File: config.mk
export PLATFORM = sky130hd
export DESIGN_NAME = ucl_ctrl
export DESIGN_NICKNAME = d
export VERILOG_FILES = /design/src/ucl_pkg.sv /design/src/ucl_ctrl.sv
export SDC_FILE = /design/constraint.sdc
export NUM_CORES = 1
export LEC_CHECK = 0
export BUFFER_PORTS_ARGS = -buffer_cell sky130_fd_sc_hd__buf_2
export CORE_UTILIZATION = 43
export DETAILED_ROUTE_END_ITERATION = 6
export GPL_TIMING_DRIVEN = 1
export PLACE_DENSITY = 0.78
export SYNTH_ARGS = -nofsm -noshare
export SYNTH_HDL_FRONTEND = slang
export SYNTH_SLANG_ARGS = --single-unit
File: constraint.sdc
create_clock -name clk -period 2.8 [get_ports clk]
set_clock_uncertainty 0.2 [all_clocks]
set_input_delay 0.56 -clock clk [delete_from_list [all_inputs] [get_ports clk]]
set_output_delay 0.56 -clock clk [all_outputs]
set_load 0.005 [all_outputs]
File: src/ucl_pkg.sv
// Shared types and constants for the UPGMA similarity clustering core.
// Holds the controller/datapath command and status structs.
// No dependencies.
package ucl_pkg;

	localparam int MAX_ITEMS_DEF = 64;
	localparam int CFG_W = 7;
	localparam int SIM_W = 32;
	localparam logic [CFG_W-1:0] ITEM_COUNT_RST = 7'd64;
	// Running best starts just above the most negative word.
	localparam logic signed [SIM_W-1:0] SIM_FLOOR = -32'sh7FFFFFFF;

	typedef struct packed {
		logic load;
		logic sel_best;
		logic fb_init;
		logic fb_c_inc;
		logic fb_r_init;
		logic fb_r_inc;
		logic rd_rc;
		logic cap_s_ci;
		logic cap_cj;
		logic k_inc;
		logic rd_a;
		logic cap_a;
		logic cap_b;
		logic mul;
		logic add;
		logic div_start;
		logic wr_m;
		logic merge_done;
		logic i_inc;
		logic rd_size_i;
		logic cap_size_i;
		logic j_inc;
		logic rd_ij;
		logic cmp_ij;
		logic clear;
	} ucl_cmd_t;

	typedef struct packed {
		logic sel_ok;
		logic c_live;
		logic r_stop;
		logic k_end;
		logic k_skip;
		logic div_done;
		logic last_merge;
		logic i_end;
		logic i_dead;
		logic j_end;
		logic j_dead;
	} ucl_status_t;

endpackage

File: src/ucl_ctrl.sv
// Sequencing state machine for the clustering core.
// Depends on ucl_pkg for the command and status structs.
module ucl_ctrl import ucl_pkg::*; (
	input  logic        clk,
	input  logic        arst_n,
	input  logic        start,
	input  logic        last_pair,
	input  ucl_status_t st,
	output ucl_cmd_t    cmd,
	output logic        busy
);

	typedef enum logic [4:0] {
		IDLE, SEL, FBC, FBR, RD1, RD2, RD3, KS, KA, KB, MUL, ADD, DS, DIV,
		SZ, SI, SI2, SJ, SV, CLR
	} state_t;

	state_t state_q, state_d;
	logic busy_q;

	always_comb begin
		cmd = '0;
		state_d = state_q;
		case (state_q)
			IDLE: begin
				cmd.load = start;
				if (start && last_pair) state_d = SEL;
			end
			SEL: begin
				if (st.sel_ok) begin
					cmd.sel_best = 1'b1;
					state_d = RD1;
				end else begin
					cmd.fb_init = 1'b1;
					state_d = FBC;
				end
			end
			FBC: begin
				if (st.c_live) begin
					cmd.fb_r_init = 1'b1;
					state_d = FBR;
				end else begin
					cmd.fb_c_inc = 1'b1;
				end
			end
			FBR: begin
				if (st.r_stop) state_d = RD1;
				else cmd.fb_r_inc = 1'b1;
			end
			RD1: begin
				cmd.rd_rc = 1'b1;
				state_d = RD2;
			end
			RD2: begin
				cmd.cap_s_ci = 1'b1;
				state_d = RD3;
			end
			RD3: begin
				cmd.cap_cj = 1'b1;
				state_d = KS;
			end
			KS: begin
				if (st.k_end) begin
					state_d = SZ;
				end else if (st.k_skip) begin
					cmd.k_inc = 1'b1;
				end else begin
					cmd.rd_a = 1'b1;
					state_d = KA;
				end
			end
			KA: begin
				cmd.cap_a = 1'b1;
				state_d = KB;
			end
			KB: begin
				cmd.cap_b = 1'b1;
				state_d = MUL;
			end
			MUL: begin
				cmd.mul = 1'b1;
				state_d = ADD;
			end
			ADD: begin
				cmd.add = 1'b1;
				state_d = DS;
			end
			DS: begin
				cmd.div_start = 1'b1;
				state_d = DIV;
			end
			DIV: begin
				if (st.div_done) begin
					cmd.wr_m = 1'b1;
					state_d = KS;
				end
			end
			SZ: begin
				cmd.merge_done = 1'b1;
				state_d = st.last_merge ? CLR : SI;
			end
			SI: begin
				if (st.i_end) begin
					state_d = SEL;
				end else if (st.i_dead) begin
					cmd.i_inc = 1'b1;
				end else begin
					cmd.rd_size_i = 1'b1;
					state_d = SI2;
				end
			end
			SI2: begin
				cmd.cap_size_i = 1'b1;
				state_d = SJ;
			end
			SJ: begin
				if (st.j_end) begin
					cmd.i_inc = 1'b1;
					state_d = SI;
				end else if (st.j_dead) begin
					cmd.j_inc = 1'b1;
				end else begin
					cmd.rd_ij = 1'b1;
					state_d = SV;
				end
			end
			SV: begin
				cmd.cmp_ij = 1'b1;
				state_d = SJ;
			end
			CLR: begin
				cmd.clear = 1'b1;
				state_d = IDLE;
			end
			default: state_d = IDLE;
		endcase
	end

	always_ff @(posedge clk or negedge arst_n) begin
		if (!arst_n) begin
			state_q <= IDLE;
			busy_q <= 1'b0;
		end else begin
			state_q <= state_d;
			busy_q <= (state_d != IDLE);
		end
	end

	assign busy = busy_q;

endmodule

; Word-level counts from Yosys, hierarchy flattened
; Cells that the tools add are included.
; W data, S select, Z words.
[totals]
wordCells = 75
input_bits = 15
out_inout_bits = 26
ff_bits = 6
[classes]
n_reduce_logical = 4
muxes = 50
eq_ne = 19
[ops]
columns = op, count
row1 = $pmux W5 S18, 1
row2 = $mux W5, 11
row3 = $eq A5 B4 Y1 const B, 8
row4 = $mux W1, 29
row5 = $eq A5 B3 Y1 const B, 4
row6 = $eq A5 B5 Y1 const B, 4
row7 = $mux W2, 7
row8 = $eq A5 B2 Y1 const B, 2
row9 = $eq A5 B1 Y1 const B, 1
row10 = $logic_not A5 Y1, 1
row11 = $reduce_bool A5 Y1, 1
row12 = $mux W3, 1
row13 = $pmux W1 S2, 1
row14 = $reduce_or A2 Y1, 1
row15 = $logic_and A1 B1 Y1, 1

; Depth between registers and ports, before layout
; Gate-level depths: netlist of run 1.
[depth]
depth_word = 4
mapped_depth = 7
ltp_nobuf = 5

; Worst setup path after synthesis of run 1
; No wires, ideal clock.
[synth_timing]
kind = in2reg
start = in st[8] (netlist name)
end = reg busy_q (netlist: busy)
required_ns = 2.462
t_arrival_ns = 1.996
path_buffers = 0
setup_ns = 0.138
slack_ns = 0.465
stages = 5
path_cell_list = or3b_4 > o2111ai_2 > o221ai_2 > or4_1 > or4_1
[synth_via]
elab_chain_len = 3
[synth_lines]
columns = element, line_no
row1 = start: declaration, ucl_ctrl.sv:8  ; input ucl_status_t st,
row2 = $mux W5, ucl_ctrl.sv:47  ; if (st.r_stop) state_d = RD1;
row3 = $pmux W5 S18, ucl_ctrl.sv:24  ; case (state_q)
row4 = $reduce_bool A5 Y1, ucl_ctrl.sv:145  ; busy_q <= (state_d != IDLE);
row5 = end signal: assignment, ucl_ctrl.sv:145
row6 = end: declaration, ucl_ctrl.sv:19  ; logic busy_q;
; No other way between the ends.

==> impl_metrics.py, run 1 <==
metrics = {
    "synth": {
        "synth_edf_count": 0,
        "ys_async_sr_fraction_pct": 100,
        "avgSynthCellArea_um2": 7.39,
        "yosysWarningCount": 0,
        "seq_area_frac_synth_pct": 20.5,
        "synth_top_area_cell": "dfrtp_1",
        "ys.flop_type": "dfrtp_1",
        "ys_types": 38,
        "synth_seq_cells": 6,
        "yosys-top-cells-area": "dfrtp_1, nor3_1, nor2_1",
        "synth_top_cell_area_share_pct": 20.5,
        "synthCells": 99,
        "synth.cell_area_um2": 732,
        "synth_nets": 114,
    },
    "setup_path": {
        "critPathKind": "flip-flop to primary output",
        "crit_fanout": 13,
        "required_ns": 2.04,
        "crit_path_start_kind": "flip-flop",
        "cp_data_arrival_time_ns": 1.87,
        "end_kind": "primary output",
    },
    "layout": {
        "drive_above_1_share_pct": 43.9,
        "antenna_cells": 0,
        "final_net_count": 156,
        "layoutNonFillerInstCount": 155,
        "area_growth_syn_to_layout_pct": 32.5,
        "finish.utilization_pct": 62.9,
        "fin_area_um2": 970,
    },
    "die": {
        "io_pins": 41,
        "die_x_um": 43.3,
        "start_util_pct": 47.5,
        "die_area_um2": 1870,
        "rows": 14,
        "die_y_um": 43.3,
        "core_um2": 1540,
    },
    "timing": {
        "setup_viol": 0,
        "rsz0062_at_grt": "no",
        "slew_viol_final": 0,
        "fin_crit_ns": 2.63,
        "fmax_ghz": 0.380,
        "timing.slew.headroom_pct": 67.2,
        "fin_crit_sh_pct": 94.1,
        "worst_pin_slew_ns": 0.492,
        "setup_tns_ns": 0,
        "timing.hold.ws_ns": 0.474,
        "worst_slack_ns": 0.166,
        "hold_viol_final": 0,
    },
    "detailed_routing": {
        "via_count": 937,
        "final_antenna_net_count": 0,
        "drt-total-wl_um": 2220,
        "drt_iter0_markers": 27,
        "first_pass_iters": 4,
        "drc": 0,
        "wl_per_cell_um": 14.3,
        "vias_per_cell": 6.05,
    },
    "grt": {
        "grt_start_max_net_pins": 15,
        "track_usage_pct": 26.3,
        "grt_pass1_vias": 851,
        "overflow": 0,
        "grt_pass1_wl_um": 3730,
        "antenna_found_initial": 0,
    },
    "status": {
        "status": "finished clean",
    },
    "power_and_ir_drop": {
        "ir_drop_v": 0.000362,
        "switchingPower_mw": 0.425,
        "clkPwrFrac_pct": 8.9,
        "leakage_nw": 0.476,
        "sw_frac_of_total_pct": 49.1,
        "finalPower_mw": 0.865,
        "p_per_area_nw_per_um2": 892,
        "power_frac_seq_pct": 28.1,
        "pwr-share-comb_pct": 63.0,
        "intPower_mw": 0.440,
    },
    "job": {
        "cap_violations": 0,
    },
    "place": {
        "dp_slack_ns": 0.267,
        "dp_hpwl_um": 1690,
        "gp_congestion": 0.917,
        "io_buffers": 40,
        "dpl-instance-area_um2": 928,
        "dp_cells": 151,
    },
    "clocking": {
        "clock-sinks": 6,
        "cts_root_buf": "clkbuf_4",
        "htree_levels": 1,
        "clkTransAtPathRegs_ns": 0.04,
        "clk_path_buf_depth": 2,
        "cts_buffers": 3,
        "cts_tree": "built",
        "clk_latency_ns": 0.24,
    },
    "worst_hold_path": {
        "min_path_type": "input port to flip-flop",
    },
}
[power by group through the flow]
stage | sequential (mW) | clock [mW] | combinational [mW]
after detailed placement | 0.235 | 0 | 0.535
after floorplan | 0.144 | 0 | 0.481
after global placement | 0.228 | 0 | 0.525
final | 0.243 | 0.0767 | 0.545
after global routing | 0.253 | 0.0850 | 0.607
after CTS | 0.234 | 0.0793 | 0.536
[worst paths after layout]
check                      cells past startpoint        from  slack [ns]          to
max                                            3  state_q[3]        0.17     cmd[24]
min reg2reg                                    2  state_q[0]        0.63  state_q[4]
max in group asynchronous                      2      arst_n        1.76  state_q[0]
max reg2reg                                    5  state_q[2]        0.26        busy
min                                            3   last_pair        0.47  state_q[0]
min in group asynchronous                      2      arst_n        0.49  state_q[2]
[cell usage in the layout, fill, tap and decap left out, drive strengths merged, types with 2 or more instances in the layout]
cell type   n
or3b        2
nor4        2
clkbuf      3
or3         2
and3        2
or4         2
a21oi       3
buf        44
o21ai       3
a22oi       2
o221ai      2
inv         2
nand3b      2
nor2b       2
a221o       2
dfrtp       6
nor3       18
nor2       13
a2bb2oi     2
or2         4
nand2       4
nand2b      5
[cell type report]
cell class | instances | area [µm²]
repair buffers | 45 | 240
well taps | 16 | 20.0
multi-input cells | 83 | 527
inverters | 2 | 7.51
fillers | 142 | 572
flip-flops and latches | 6 | 153
clock buffers | 3 | 22.5
[metal layers]
layer	routed length (µm)	global-route usage, %
met5	0	0
met4	25	12.1
met3	188	5.96
met2	1090	39.1
met1	920	35.9
[kinds of logic after synthesis]
logic type	after synthesis	synth area share, %
AO/OA/AOI/OAI	18	20.3
flip-flops	6	20.5
multiplexers	1	1.37
AND/OR/NAND/NOR	64	49.4
buffers and inverters	10	8.38
[timing repair]
action	CTS	global route
endpoints found under the setup margin	0	2
hold endpoints to repair	6	0
buffers inserted	0	0
hold buffers	1	0
gates resized for setup	0	3
[worst max-delay path, cell delays in order, from the launching register on]
cell     delay [ns]
dfrtp_1        0.52
or3_2          0.62
nor4b_2        0.32
buf_2          0.17
[Yosys cell counts (2+ instances only)]
library cell and count:
nor3_1 18, and3_1 2, nor4_1 2, buf_2 4, a221o_1 2, or2_2 4
a21oi_1 3, nand3b_1 2, buf_6 2, or4_1 2, inv_1 2, nor2_1 13
a2bb2oi_1 2, dfrtp_1 6, nand2b_1 5, a22oi_1 2, nand2_1 4, nor2b_1 2
o21ai_0 3
[state kept, by name, indices dropped and copies added, names as in the netlist]
name / count
busy: 1
state_q: 5
No activity file was read; power rests on OpenSTA's default activity.
==> run 2: changes to the inputs <==
--- a/config.mk
+++ b/config.mk
@@ -5,7 +5,7 @@
 export SDC_FILE = /design/constraint.sdc
 export NUM_CORES = 1
 export LEC_CHECK = 0
-export BUFFER_PORTS_ARGS = -buffer_cell sky130_fd_sc_hd__buf_2
+export BUFFER_PORTS_ARGS = -buffer_cell sky130_fd_sc_hd__buf_4
 export CORE_UTILIZATION = 43
 export DETAILED_ROUTE_END_ITERATION = 6
 export GPL_TIMING_DRIVEN = 1
==> run 2 against run 1 <==
Global-route usage grew 0.39 points; clock power grew 1%; total power rose by 5.1%; die area unchanged; maximum frequency down 0.71%; sequential cell count stayed put; largest cell class unchanged; sequential share of layout area shrank 1.5 points; critical endpoint unchanged; critical path depth did not move; largest power group unchanged; cell area up 10%; non-clock buffer count unchanged.
==> impl_metrics.py, run 2 (same netlist as run 1, synthesis figures left out) <==
metrics = {
    "clocking": {
        "cts_root_buf": "clkbuf_4",
        "clk_latency_ns": 0.24,
        "cts_tree": "built",
        "clkTransAtPathRegs_ns": 0.05,
        "htree_levels": 1,
        "clock-sinks": 6,
        "postCtsSetupBuffers": 0,
        "clk_path_buf_depth": 2,
        "cts_buffers": 3,
    },
    "die": {
        "core_um2": 1540,
        "rows": 14,
        "die_area_um2": 1870,
        "die_y_um": 43.3,
        "die_x_um": 43.3,
        "start_util_pct": 47.5,
        "io_pins": 41,
    },
    "timing": {
        "setup_tns_ns": 0,
        "fmax_ghz": 0.377,
        "setup_viol": 0,
        "fin_crit_sh_pct": 94.7,
        "hold_viol_final": 0,
        "slew_viol_final": 0,
        "timing.hold.ws_ns": 0.451,
        "fin_crit_ns": 2.65,
        "timing.slew.headroom_pct": 63.1,
        "worst_pin_slew_ns": 0.552,
        "rsz0062_at_grt": "no",
    },
    "setup_path": {
        "end_kind": "primary output",
        "cp_data_arrival_time_ns": 1.89,
        "required_ns": 2.04,
        "path_cells": "or3_2 -> nor4b_2 -> buf_4",
        "slowest_stage": "or3_2",
        "path_delay_family": "simple AND/OR/NAND/NOR gates",
        "crit_start": "state_q[3]",
        "ff2ff_path_depth": 5,
        "critPathKind": "flip-flop to primary output",
        "cp.buffers_inverters": 1,
        "r2r-start": "state_q[2]",
        "crit_cells": 3,
        "crit_path_start_kind": "flip-flop",
        "cpPeakStageDelay_ns": 0.63,
        "crit_fanout": 13,
    },
    "worst_hold_path": {
        "min_path_type": "input port to flip-flop",
        "hp-start": "last_pair",
        "min_path_cells": 3,
    },
    "job": {
        "cap_violations": 0,
    },
    "layout": {
        "area_growth_syn_to_layout_pct": 46.2,
        "final_net_count": 156,
        "layout_common_cells": "buf_4, nor3_1, nor2_1",
        "antenna_cells": 0,
        "largest_register_ffs": 5,
        "final_common_cell": "buf_4",
        "drive_above_1_share_pct": 43.9,
        "top_register": "state_q",
    },
    "place": {
        "gp_congestion": 0.923,
        "io_buffers": 40,
        "dp_hpwl_um": 1800,
    },
    "power_and_ir_drop": {
        "finalPower_mw": 0.909,
        "ir_drop_v": 0.000339,
        "leakage_nw": 0.487,
        "p_per_area_nw_per_um2": 850,
    },
    "detailed_routing": {
        "drc": 0,
        "final_antenna_net_count": 0,
        "drt_iter0_markers": 30,
        "via_count": 939,
        "wl_per_cell_um": 15.4,
        "drt-total-wl_um": 2380,
        "vias_per_cell": 6.06,
        "first_pass_iters": 4,
    },
    "grt": {
        "overflow": 0,
        "gr-max-usage-layer": "met2",
        "grt_pass1_vias": 823,
        "track_usage_pct": 26.7,
        "grt_start_max_net_pins": 15,
        "use_met3_pct": 4.26,
        "antenna_found_initial": 0,
        "use_met1_pct": 39.8,
        "grtUsageMet2_pct": 41.8,
        "grt_pass1_wl_um": 3900,
    },
    "status": {
        "status": "finished clean",
    },
}
[run 2: cell counts in the layout (fill, tap and decap cells not counted)]
No cell type changed its count.
[run 2: area by class of cell]
type                    instances  area, µm²
fillers                       139        472
repair buffers                 45        340
well taps                      16       20.0
inverters                       2       7.51
flip-flops and latches          6        153
clock buffers                   3       22.5
multi-input cells              83        527
[run 2: worst paths after layout]
check,endpoint,slack (ns)
worst max-delay path,cmd[24],0.15
worst min-delay path,state_q[0],0.45
worst max register to register,busy,0.28
worst min register to register,state_q[0],0.60
max in group asynchronous,state_q[1],1.81
min in group asynchronous,state_q[0],0.47
[run 2: per-stage QoR]
stage | std cells | setup WS [ns] | area [µm²] | utilization (%)
CTS | 155 | 0.0636 | 1060 | 68.8
global route | 155 | 0.0630 | 1070 | 69.4
detailed placement | 151 | 0.270 | 1030 | 66.7
global placement | 151 | 0.306 | 1030 | 66.7
finish | 155 | 0.147 | 1070 | 69.4
floorplan | 99 | 0.465 | 732 | -
[run 2: routing by layer]
| metal | vias up | part of all wire (%) |
|---|---|---|
| met4 | 0 | 0 |
| met5 | - | 0 |
| met2 | 46 | 48 |
| met1 | 439 | 45 |
| li1 | 454 | - |
| met3 | 0 | 7.1 |
[run 2: repair_timing]
| action | 4_1_cts | 5_1_grt |
|---|---|---|
| hold buffers | 1 | 0 |
| endpoints found under the hold margin | 6 | 0 |
| setup endpoints to repair | 0 | 2 |
| resized for setup | 0 | 3 |
[run 2: where the power goes]
group / switching [mW] / internal, mW / total, mW
sequential: 0.112 / 0.126 / 0.237
combinational: 0.295 / 0.299 / 0.594
clock: 0.0295 / 0.0484 / 0.0778
[run 2: worst register-to-register path, delay by kind of cell (launching register included)]
family / cells / cell delay (ns)
flops: 1 / 0.60
simple gates: 3 / 1.23
compound gates: 2 / 0.36
